File: src/design/nspb_pkg.sv
package nspb_pkg;

  // Source frame store geometry
  localparam int SRC_MAX_W   = 256;
  localparam int SRC_MAX_H   = 256;
  localparam int SRC_COL_W   = $clog2(SRC_MAX_W);
  localparam int SRC_ROW_W   = $clog2(SRC_MAX_H);
  localparam int FRAME_DEPTH = SRC_MAX_W * SRC_MAX_H;
  localparam int FRAME_AW    = SRC_COL_W + SRC_ROW_W;

  // Palette geometry
  localparam int PAL_DEPTH = 32768;
  localparam int PAL_AW    = $clog2(PAL_DEPTH);

  // Field widths
  localparam int PIX_W   = 15;
  localparam int COLOR_W = 32;
  localparam int POS_W   = 24;
  localparam int OCNT_W  = 11;
  localparam int OSIZE_W = 12;
  localparam int SSIZE_W = 9;
  localparam int FRAC_W  = 16;

  // Output size limit and rounding half in Q8.16
  localparam logic [OSIZE_W-1:0] OUT_MAX  = 12'd2048;
  localparam logic [POS_W:0]     HALF_Q16 = 25'h008000;

  // Result queue
  localparam int OUT_FIFO_DEPTH = 4;
  localparam int OUT_FIFO_AW    = $clog2(OUT_FIFO_DEPTH);
  localparam int OUT_FIFO_CW    = $clog2(OUT_FIFO_DEPTH + 3);

  // Command kinds carried in s_axis_tuser
  typedef enum logic [1:0] {
    CMD_PALETTE = 2'd0,
    CMD_PIXEL   = 2'd1,
    CMD_EMIT    = 2'd2
  } cmd_t;

  // Configuration register indexes
  typedef enum logic [2:0] {
    REG_OUT_WIDTH  = 3'd0,
    REG_OUT_HEIGHT = 3'd1,
    REG_SRC_WIDTH  = 3'd2,
    REG_SRC_HEIGHT = 3'd3,
    REG_STEP_H     = 3'd4,
    REG_STEP_V     = 3'd5
  } reg_idx_t;

  typedef struct packed {
    logic [OSIZE_W-1:0] dst_width;
    logic [OSIZE_W-1:0] dst_height;
    logic [SSIZE_W-1:0] source_width;
    logic [SSIZE_W-1:0] source_height;
    logic [POS_W-1:0]   step_horizontal;
    logic [POS_W-1:0]   step_vertical;
  } cfg_t;

  // Scan result for the current output pixel
  typedef struct packed {
    logic [FRAME_AW-1:0] addr;
    logic                line_end;
    logic                frame_end;
  } scan_t;

  typedef struct packed {
    logic [COLOR_W-1:0] color;
    logic               line_end;
    logic               frame_end;
  } out_beat_t;

endpackage

File: src/design/nspb_raster.sv
module nspb_raster (
  input  logic          clk,
  input  logic          rst,
  input  nspb_pkg::cfg_t cfg,
  input  logic          advance,
  output nspb_pkg::scan_t scan
);
  import nspb_pkg::*;

  logic [POS_W-1:0]  column_position;
  logic [POS_W-1:0]  row_position;
  logic [OCNT_W-1:0] output_column;
  logic [OCNT_W-1:0] output_row;

  logic [OSIZE_W-1:0] width_last;
  logic [OSIZE_W-1:0] height_last;
  logic               line_end;
  logic               frame_end;
  logic [SRC_COL_W-1:0] src_col;
  logic [SRC_ROW_W-1:0] src_row;
  logic [POS_W:0]     col_next_sum;
  logic [POS_W:0]     row_next_sum;

  // Map output size onto last counter value, zero acting as one, sizes above OUT_MAX as OUT_MAX
  function automatic logic [OSIZE_W-1:0] out_last(input logic [OSIZE_W-1:0] v);
    logic [OSIZE_W-1:0] r;
    if (v == '0) r = '0;
    else if (v > OUT_MAX) r = OUT_MAX - OSIZE_W'(1);
    else r = v - OSIZE_W'(1);
    return r;
  endfunction

  // Round Q8.16 position and clamp to the last source index
  function automatic logic [SSIZE_W-1:0] pick(input logic [POS_W-1:0] pos,
                                              input logic [SSIZE_W-1:0] size,
                                              input logic [SSIZE_W-1:0] lim);
    logic [POS_W:0]     sum;
    logic [SSIZE_W-1:0] idx;
    logic [SSIZE_W-1:0] last;
    sum  = {1'b0, pos} + HALF_Q16;
    idx  = sum[POS_W:FRAC_W];
    last = (size == '0) ? '0 : size - SSIZE_W'(1);
    if (last > lim) last = lim;
    return (idx > last) ? last : idx;
  endfunction

  assign width_last  = out_last(cfg.dst_width);
  assign height_last = out_last(cfg.dst_height);
  assign line_end    = {1'b0, output_column} >= width_last;
  assign frame_end   = line_end && ({1'b0, output_row} >= height_last);

  assign src_col = SRC_COL_W'(pick(column_position, cfg.source_width,
                                   SSIZE_W'(SRC_MAX_W - 1)));
  assign src_row = SRC_ROW_W'(pick(row_position, cfg.source_height,
                                   SSIZE_W'(SRC_MAX_H - 1)));

  assign scan.addr      = {src_row, src_col};
  assign scan.line_end  = line_end;
  assign scan.frame_end = frame_end;

  assign col_next_sum = {1'b0, column_position} + {1'b0, cfg.step_horizontal};
  assign row_next_sum = {1'b0, row_position} + {1'b0, cfg.step_vertical};

  // Advance positions and counters, saturate positions, wrap after frame
  always_ff @(posedge clk) begin
    if (rst) begin
      column_position <= '0;
      row_position    <= '0;
      output_column   <= '0;
      output_row      <= '0;
    end else if (advance) begin
      if (line_end) begin
        output_column   <= '0;
        column_position <= '0;
        if (frame_end) begin
          output_row   <= '0;
          row_position <= '0;
        end else begin
          output_row   <= output_row + OCNT_W'(1);
          row_position <= row_next_sum[POS_W] ? '1 : row_next_sum[POS_W-1:0];
        end
      end else begin
        output_column   <= output_column + OCNT_W'(1);
        column_position <= col_next_sum[POS_W] ? '1 : col_next_sum[POS_W-1:0];
      end
    end
  end

endmodule

File: config.mk
export PLATFORM = sky130hd
export DESIGN_NAME = nspb_raster
export DESIGN_NICKNAME = d
export VERILOG_FILES = /design/src/design/nspb_pkg.sv /design/src/design/nspb_raster.sv
export SDC_FILE = /design/constraint.sdc
export NUM_CORES = 1
export LEC_CHECK = 0
export ABC_AREA = 1
export BUFFER_PORTS_ARGS = -buffer_cell sky130_fd_sc_hd__buf_2
export CORE_MARGIN = 3
export CORE_UTILIZATION = 54
export CTS_CLUSTER_DIAMETER = 50
export DETAILED_ROUTE_END_ITERATION = 16
export HOLD_SLACK_MARGIN = 0.06
export PLACE_DENSITY_LB_ADDON = 0.15
export SYNTH_ARGS = -nofsm -noshare
export SYNTH_HDL_FRONTEND = slang
export SYNTH_SLANG_ARGS = --single-unit
export TNS_END_PERCENT = 50
File: constraint.sdc
create_clock -name clk -period 4.7 [get_ports clk]
set_clock_uncertainty 0.2 [all_clocks]
set_input_delay 0.94 -clock clk [delete_from_list [all_inputs] [get_ports clk]]
set_output_delay 0.94 -clock clk [all_outputs]
set_load 0.02 [all_outputs]
==> results of run 1 <==
==> layer usage <==
layer	track usage	up-vias
met5	0	-
met4	0.05497	0
met3	0.04193	16
met2	0.3973	207
met1	0.3433	4021
li1	-	4725
==> through the flow <==
step	worst slack, ns	hold WS (ns)	power, mW	util
after floorplan	0.02573	0.2228	1.157	-
after global placement	0.02424	0.2371	1.332	0.6103
after detailed placement	-0.1203	0.2464	1.341	0.6103
after CTS	0.01531	0.2581	2.063	0.6354
after global routing	-0.1257	0.2813	2.243	0.6648
final	0.1094	0.2555	2.097	0.6648
==> synth_stat cells, drive strengths merged, types with 6 or more instances <==
library cell | number | area share
nand2 | 352 | 0.16
inv | 157 | 0.073
nor2 | 146 | 0.070
a21oi | 116 | 0.071
nand3 | 101 | 0.064
o21ai | 101 | 0.063
ha | 98 | 0.15
dfxtp | 70 | 0.17
xor2 | 27 | 0.029
nand4 | 22 | 0.017
nor3 | 21 | 0.014
or2 | 20 | 0.015
a21o | 14 | 0.013
buf | 14 | 0.014
clkbuf | 12 | 0.0055
o21bai | 12 | 0.011
xnor2 | 9 | 0.0097
nand3b | 8 | 0.0074
nor4 | 6 | 0.0046
==> repair_timing <==
| item | 4_1_cts | 5_1_grt |
|---|---|---|
| hold endpoints to repair | 0 | 0 |
| setup endpoints to repair | 10 | 18 |
| pin swaps | 8 | 45 |
| buffers inserted | 2 | 17 |
| gates cloned | 1 | 2 |
| resized for setup | 11 | 108 |
==> state kept, by name (all words and copies together), names as in the netlist <==
signal,flops
column_position,24
output_column,11
output_row,11
row_position,24
==> area by class of cell <==
type	count	area share
clock buffer	11	0.02596
clock inverter	5	0.005783
inverter	158	0.06117
multi-input combinational	1087	0.6470
sequential	70	0.1439
tap	184	0.02365
timing repair buffer	151	0.09253
==> worst register-to-register path, stage by stage, from the launching register on <==
cell and delay (ns):
dfxtp_1 0.32, ha_1 0.24, inv_1 0.11, fa_1 0.25, nor3_1 0.08, nor2_1 0.27
o21ai_1 0.18, nand2_1 0.10, inv_1 0.04, nor2_1 0.44, buf_4 0.33, o21ai_0 0.11
o21ai_1 0.12, a21oi_1 0.07
==> cells by family after synthesis <==
family	after synthesis	share of synthesized area
and+or+nand+nor	683	0.3633
AOI/OAI and AO/OA	264	0.1777
buffers and inverters	184	0.09244
adders and majority gates	100	0.1554
DFF	70	0.1720
xor gates and xnor gates	36	0.03870
other	1	0.0004602
==> where the power goes <==
part | internal, mW | switching (mW)
clock network | 0.440 | 0.276
registers | 0.626 | 0.0292
logic | 0.282 | 0.445
total | 1.35 | 0.750
==> worst max path at each step <==
stage	end	slack, ns	depth (start not counted)
after floorplan	scan[0]	0.03	22
after global placement	scan[0]	0.02	22
after detailed placement	scan[12]	-0.12	20
after CTS	scan[0]	0.02	22
after global routing	scan[6]	-0.13	20
final	scan[17]	0.11	22
==> metrics.txt, run 1 <==
register area share after synthesis 0.1720; FF/Latch Area 1401 sq um; Hold Crit Depth 2; HP Class reg -> reg; TritonRoute pass-1 iters 5; capture point of the worst reg-to-reg path column_position[12]$_SDFFE_PP0P_; max incr delay on CP 0.29 ns; All-Layer GR Usage 0.2457; DIE AREA 16600 sq um; CP cell instances buf_2, inv_1, ha_2, nand2_2, inv_1, nand3_1, nand3_2, o21ai_0, inv_1, ha_4, nand2_1, nor2_2, a211oi_2, o21ai_1, nand2_1, nand2_1, a21oi_1, o21bai_2, nand2_2, nand2_1, o21ai_1, buf_2; post-synthesis cell count 1338; Hold Startpoint row_position[9]$_SDFFE_PP0P_; reg-to-reg slack, setup 1.70 ns; Mapped Avg Cell Area 6.090 sq um; Post-DP Area 8937 sq um; CTS tree yes; commonest cells after routing, fill and taps aside nand2_1, inv_1, nor2_1; drt first-iter violations 594; vias per cell 5.384; Nets 1670; clock sinks 70; Netlist cell types 49; commonest non-fill, non-tap cell in the layout nand2_1; flops & latches, synth 70; Max Clk Rate 217.8 MHz; Placeable Area 14640 sq um; via count 8969; Worst VDD drop 0.2021 mV; maximum number of pins on one net before global-route repair 32; H-tree depth 3; initial antenna violation count 0; Rows 44; Cell Area, Synth 8148 sq um; final cell count without fillers 1666; top_reg_cell synth dfxtp_1; Period minus WS final 4.591 ns; # IOs 111; chip width 128.8 microns; clk_lat worst skew 0.35 ns; CP max-delay cell ha_4; final worst-path cycle share 0.9767; Initial Util 0.5564; placed cell count 1628; final RePlAce weighted congestion 0.9236; final number of hold-violating endpoints 0; CP Launch Type input port; Setup crit start cfg[49]; critical path peak fanout 7; setup TNS 0 ns; unrepaired setup endpoints after global routing true; Area growth, synth to finish 19.49%; Post-DP HPWL 16330 microns; critical path type in -> out; CP most frequent cell nand2_1; Die Span Y 128.8 microns; Ys Warns 0; LEAKAGE 5.097 nW; number of global-route vias before repair 7748; Multi-input gate area 6299 sq um; average wire per standard cell 12.96 microns; endpoints failing setup 0; drt drc 0; post-route met1 wirelength 10680 microns; fin area 9736 sq um; CP required 3.56 ns; n_diodes 0; Root Driver clkbuf_16; first-pass GRT wire length 34220 microns; metal2 WL 9725 microns; Clock Path Buffers 2; status complete, no violations; PortBufs 110; crit end category output port; cells on worst reg2reg path 13; worst path bufs/invs 5; reg2reg start column_position[0]$_SDFFE_PP0P_; Num CTS Buffers 9; final wirelength 21600 microns; Met3 Wirelength 985 microns; Tightest Pin Transition 0.6648 ns; cts hold-fix bufs 0; Hold EP row_position[9]$_SDFFE_PP0P_; CP delay by family, top simple AND/OR/NAND/NOR gates; Synth async-reset ratio 0; max_cap viols 0; gr ovfl total 0; relative slew slack 0.5568; Worst Path Arrival 3.45 ns; DRT antenna net count 0; CTS clock-pin slew for the worst setup and hold paths 0.05 ns; pins over their slew limit 0; Pwr Density 215.4 nW/um^2; uppermost layer routed met4; share of layout cells above drive strength 1 0.1822; EDFF count, synth 0; filler cell count in the final layout 1355
(Power assumes the default switching activity.)
==> run 2: changes to the inputs <==
CORE_ASPECT_RATIO = 0.7   (was unset)
==> run 2 against run 1 <==
  * Register-to-register slack barely moved
  * Clock power fell by 7.8%
  * Sequential cell count did not move
  * Final cell count rose by 0.96%
  * Sequential power hardly changed
  * Final area rose by 2.5%
  * Routed wire length grew 8.9%
  * Utilization up 3.2 points
  * Global-route usage increased by 1.3 points
  * Critical path type unchanged
  * Critical endpoint is now scan[0]
  * Largest cell class unchanged
==> metrics.txt, run 2 (synthesized netlist as in run 1, its figures left out) <==
status complete, no violations; Max Clk Rate 216.6 MHz; gr ovfl total 0; PortBufs 110; Pwr Density 208.0 nW/um^2; Worst Path Arrival 3.48 ns; power share of the clock group 0.317; number of global-route vias before repair 7770; LEAKAGE 5.139 nW; CTS tree yes; Tightest Pin Transition 0.7112 ns; # IOs 111; CP required 3.56 ns; chip width 152.8 microns; Area growth, synth to finish 22.53%; drt drc 0; critical path type in -> out; Flop pwr share 0.315; Root Driver clkbuf_16; final number of hold-violating endpoints 0; CP delay by family, top simple AND/OR/NAND/NOR gates; pre-CTS WS -0.06270 ns; DRT antenna net count 0; clock sinks 70; first-pass GRT wire length 36590 microns; Largest regs column_position: 24 flops, row_position: 24 flops; drt first-iter violations 697; setup TNS 0 ns; CP cell instances buf_6, inv_4, ha_4, nand2_2, nor2_2, inv_1, nor2_1, inv_1, or2_4, nor2_4, nor2_4, o21ai_0, ha_1, nand2_1, o21ai_0, inv_1, nor2_1, nor2_2, nand3_4, nand2_2, inv_2, buf_6; final worst-path cycle share 0.9821; cts hold-fix bufs 0; commonest non-fill, non-tap cell in the layout nand2_1; vias per cell 5.458; Placeable Area 14320 sq um; average wire per standard cell 13.98 microns; unrepaired setup endpoints after global routing true; Worst VDD drop 0.1796 mV; HP Class reg -> reg; CP max-delay cell ha_1; TritonRoute pass-1 iters 5; Die Span Y 108.8 microns; Period minus WS final 4.616 ns; filler cell count in the final layout 1323; final RePlAce weighted congestion 0.9762; Combinational Power Share 0.368; share of layout cells above drive strength 1 0.2032; CTS clock-pin slew for the worst setup and hold paths 0.06 ns; final cell count without fillers 1682; max incr delay on CP 0.31 ns; sw power 0.7712 mW; final wirelength 23520 microns; Post-DP HPWL 17580 microns; DIE AREA 16620 sq um; All-Layer GR Usage 0.2589; H-tree depth 3; CP Launch Type input port; CP most frequent cell inv_1; Rows 36; Power Internal 1.306 mW; worst path bufs/invs 7; initial antenna violation count 1; max_cap viols 0; relative slew slack 0.5259; clk_lat worst skew 0.34 ns; placed cell count 1648; Multi-input gate area 6405 sq um; Nets 1679; Clock Path Buffers 2; Initial Util 0.5688; Num CTS Buffers 9; critical path peak fanout 5; final worst slack 0.08420 ns; FF/Latch Area 1401 sq um; crit end category output port; via count 9180; maximum number of pins on one net before global-route repair 32; pins over their slew limit 0; Sw Share 0.3713; endpoints failing setup 0; commonest cells after routing, fill and taps aside nand2_1, inv_1, nor2_1
## run 2: changes by cell type in the layout (fill, tap and decap cells not counted), sizes merged
cell | previous run | this run
buf | 151 | 160
bufinv | 1 | 0
clkinvlp | 1 | 2
diode | 0 | 1
inv | 158 | 157
clkinv | 3 | 4
## run 2: what timing repair did
| item | CTS | global route |
|---|---|---|
| resized for setup | 10 | 155 |
| cloned | 0 | 2 |
| pin swaps | 2 | 50 |
| setup endpoints to repair | 16 | 18 |
| hold endpoints to repair | 0 | 0 |
| setup buffers | 3 | 12 |
## run 2: power groups by stage
| stage | combinational, mW | clock (mW) | sequential [mW] |
|---|---|---|---|
| 3_5_place_dp | 0.690 | 0 | 0.667 |
| 6_report | 0.764 | 0.659 | 0.654 |
| 3_3_place_gp | 0.679 | 0 | 0.666 |
| 4_1_cts | 0.699 | 0.669 | 0.654 |
| 2_1_floorplan | 0.498 | 0 | 0.658 |
| 5_1_grt | 0.857 | 0.695 | 0.658 |
## run 2: layout make-up
class | instances | area share
clock inverters | 5 | 0.003384
diodes | 1 | 0.0002507
clock buffers | 11 | 0.02532
multi-input cells | 1087 | 0.6416
flip-flops and latches | 70 | 0.1404
repair buffers | 160 | 0.1046
well taps | 190 | 0.02381
inverters | 158 | 0.06066
## run 2: through the flow
step | hold slack (ns) | area, sq um | power [mW] | util
3_3_place_gp | 0.2341 | 9075 | 1.345 | 0.6336
3_5_place_dp | 0.2429 | 9075 | 1.357 | 0.6336
6_report | 0.2546 | 9983 | 2.077 | 0.6970
5_1_grt | 0.2788 | 9983 | 2.210 | 0.6970
2_1_floorplan | 0.2228 | 8160 | 1.157 | -
4_1_cts | 0.2572 | 9422 | 2.023 | 0.6578
## run 2: final timing paths
| check | startpoint | endpoint | slack (ns) | depth (start not counted) |
|---|---|---|---|---|
| worst max-delay path | cfg[79] | scan[0] | 0.08 | 22 |
| worst min-delay path | row_position[14]$_SDFFE_PP0P_ | row_position[14]$_SDFFE_PP0P_ | 0.25 | 2 |
| worst max register to register | row_position[0]$_SDFFE_PP0P_ | row_position[20]$_SDFFE_PP0P_ | 1.71 | 16 |
| worst min register to register | row_position[14]$_SDFFE_PP0P_ | row_position[14]$_SDFFE_PP0P_ | 0.25 | 2 |
## run 2: metal layers
metal,up-vias,wire (microns),global-route usage
met5,-,0,0
met4,0,272,0.04514
met3,24,1834,0.04601
met2,320,9639,0.3748
met1,4099,11770,0.4012
li1,4737,-,-
## run 2: worst min-delay path, cell delays in order (launching register included)
cell and delay [ns]:
dfxtp_1 0.31, nand2_1 0.06, nand2_1 0.04
==> run 3: changes to the inputs <==
--- a/config.mk
+++ b/config.mk
@@ -7,4 +7,5 @@
 export LEC_CHECK = 0
 export ABC_AREA = 1
+export ABC_CLOCK_PERIOD_IN_PS = 4700
 export BUFFER_PORTS_ARGS = -buffer_cell sky130_fd_sc_hd__buf_2
 export CORE_ASPECT_RATIO = 0.7
==> constraint.sdc (replaced) <==
create_clock -name clk -period 4.7 [get_ports clk]
set_clock_uncertainty 0.2 [all_clocks]
set_input_delay 0.94 -clock clk [delete_from_list [all_inputs] [get_ports clk]]
set_output_delay 0.94 -clock clk [all_outputs]
set_load 0.005 [all_outputs]
==> run 3 against run 2 <==
  * Count of clock-buffer cells in the layout increased by 1
  * First-iteration DRC count grew 5.3%
  * Sequential share of layout area rose by 0.31 points
  * Final cell count down 0.65%
  * Power rose by 2.2%
  * Non-clock buffer count shrank 10
  * Die area unchanged
  * Combinational power fell by 5.2%
  * Worst setup slack improved by 0.020 ns
  * Critical endpoint is now scan[17]
==> metrics.txt, run 3 (synthesized netlist as in run 1, its figures left out) <==
status complete, no violations; Flop pwr share 0.309; Worst Path Arrival 3.46 ns; max_cap viols 0; sw power 0.7403 mW; clk_lat worst skew 0.34 ns; Period minus WS final 4.596 ns; Pwr Density 217.5 nW/um^2; Hold Worst Slack 0.2515 ns; Root Driver clkbuf_16; setup TNS 0 ns; Largest regs column_position: 24 flops, row_position: 24 flops; CP most frequent cell nand2_1; CTS clock-pin slew for the worst setup and hold paths 0.06 ns; CP required 3.56 ns; # IOs 111; number of global-route vias before repair 7864; critical path peak fanout 8; filler cell count in the final layout 1336; maximum number of pins on one net before global-route repair 32; Rows 36; Combinational Power Share 0.341; PortBufs 110; average wire per standard cell 13.76 microns; CP Launch Type input port; Num CTS Buffers 9; final wirelength 23000 microns; gr ovfl total 0; share of layout cells above drive strength 1 0.1885; All-Layer GR Usage 0.2595; clock sinks 70; relative slew slack 0.5327; max incr delay on CP 0.23 ns; worst path bufs/invs 8; first-pass GRT wire length 36740 microns; endpoints failing setup 0; Worst VDD drop 0.1630 mV; final cell count without fillers 1671; vias per cell 5.445; H-tree depth 3; Hold Startpoint row_position[13]$_SDFFE_PP0P_; drt drc 0; CP max-delay cell a211oi_2; DRT antenna net count 0; unrepaired setup endpoints after global routing true; reg2reg start row_position[0]$_SDFFE_PP0P_; Clock Path Buffers 2; Sw Share 0.3486; Power Internal 1.383 mW; power share of the clock group 0.350; Max Clk Rate 217.6 MHz; initial antenna violation count 1; pins over their slew limit 0; Die Span Y 108.8 microns; critical path type in -> out; drt first-iter violations 734; Initial Util 0.5688; CTS tree yes; TritonRoute pass-1 iters 5; LEAKAGE 5.098 nW; reg-to-reg slack, setup 1.80 ns; Setup crit start cfg[48]; cts hold-fix bufs 0; HP Class reg -> reg; Placeable Area 14320 sq um; via count 9099; Tightest Pin Transition 0.7009 ns; Area growth, synth to finish 19.84%; final number of hold-violating endpoints 0; DIE AREA 16620 sq um; Nets 1668; chip width 152.8 microns; crit end category output port; commonest cells after routing, fill and taps aside nand2_1, inv_1, nor2_1; CP cell instances buf_6, inv_2, buf_4, ha_2, nand4_1, buf_4, inv_4, o21ai_2, inv_2, ha_4, nand2_1, nor2_1, a211oi_2, o21ai_1, nand2_1, nand2_1, a21oi_2, o21bai_2, nand2_2, buf_6, nand2_2, o21ai_1, buf_2; final RePlAce weighted congestion 1.003; final worst-path cycle share 0.9779; commonest non-fill, non-tap cell in the layout nand2_1; placed cell count 1641; CP delay by family, top buffers and inverters; Post-DP HPWL 17380 microns
run 3: cell types whose count changed in the layout (fill, tap and decap cells not counted), sizes merged:
cell | previous run | this run
bufinv | 0 | 2
nor2 | 147 | 146
clkinvlp | 2 | 0
buf | 160 | 150
clkinv | 4 | 3
clkbuf | 11 | 12
run 3: routing by layer:
metal / GRT usage / part of all wire / vias up
li1: - / - / 4730
met1: 0.3972 / 0.50 / 4037
met2: 0.3836 / 0.41 / 314
met3: 0.04879 / 0.077 / 18
met4: 0.03878 / 0.0083 / 0
met5: 0 / 0 / -
run 3: area by class of cell:
class / instances / area, sq um / share of cell area
clock buffers: 12 / 246.5 / 0.02524
well taps: 190 / 237.7 / 0.02435
flip-flops and latches: 70 / 1401 / 0.1435
repair buffers: 150 / 893.4 / 0.09149
clock inverters: 4 / 70.07 / 0.007176
multi-input cells: 1086 / 6315 / 0.6467
inverters: 158 / 598.1 / 0.06125
diodes: 1 / 2.502 / 0.0002563
run 3: path summary, 6_finish.rpt:
path                                                      end  cells past startpoint
worst max-delay path                                 scan[17]                     23
worst min-delay path            row_position[13]$_SDFFE_PP0P_                      2
worst max register to register  row_position[18]$_SDFFE_PP0P_                     13
worst min register to register  row_position[13]$_SDFFE_PP0P_                      2
run 3: per-stage QoR:
step / instance area [sq um] / power (mW) / utilization / setup slack [ns]
after floorplan: 8155 / 1.140 / - / 0.01040
after global placement: 9021 / 1.328 / 0.6298 / 0.01763
after detailed placement: 9021 / 1.341 / 0.6298 / -0.08019
after CTS: 9359 / 2.089 / 0.6534 / 0.002055
after global routing: 9764 / 2.263 / 0.6817 / -0.1289
final: 9764 / 2.123 / 0.6817 / 0.1037
run 3: tightest hold or removal path, delay by kind of cell (launching register included):
kind,cells,cell delay (ns)
flops,1,0.31
simple gates,2,0.10
run 3: power groups by stage:
stage	Combinational, mW	Sequential (mW)	Clock [mW]
CTS	0.680	0.655	0.754
global placement	0.662	0.666	0
global route	0.820	0.660	0.783
floorplan	0.482	0.658	0
finish	0.724	0.655	0.744
detailed placement	0.674	0.668	0
run 3: repair_timing:
action                                  in CTS  in global routing
gates cloned                                 0                  1
pin swaps                                    2                 38
endpoints found under the hold margin        0                  0
endpoints found under the setup margin      10                 18
buffers inserted                             0                 12
gates resized for setup                      6                114
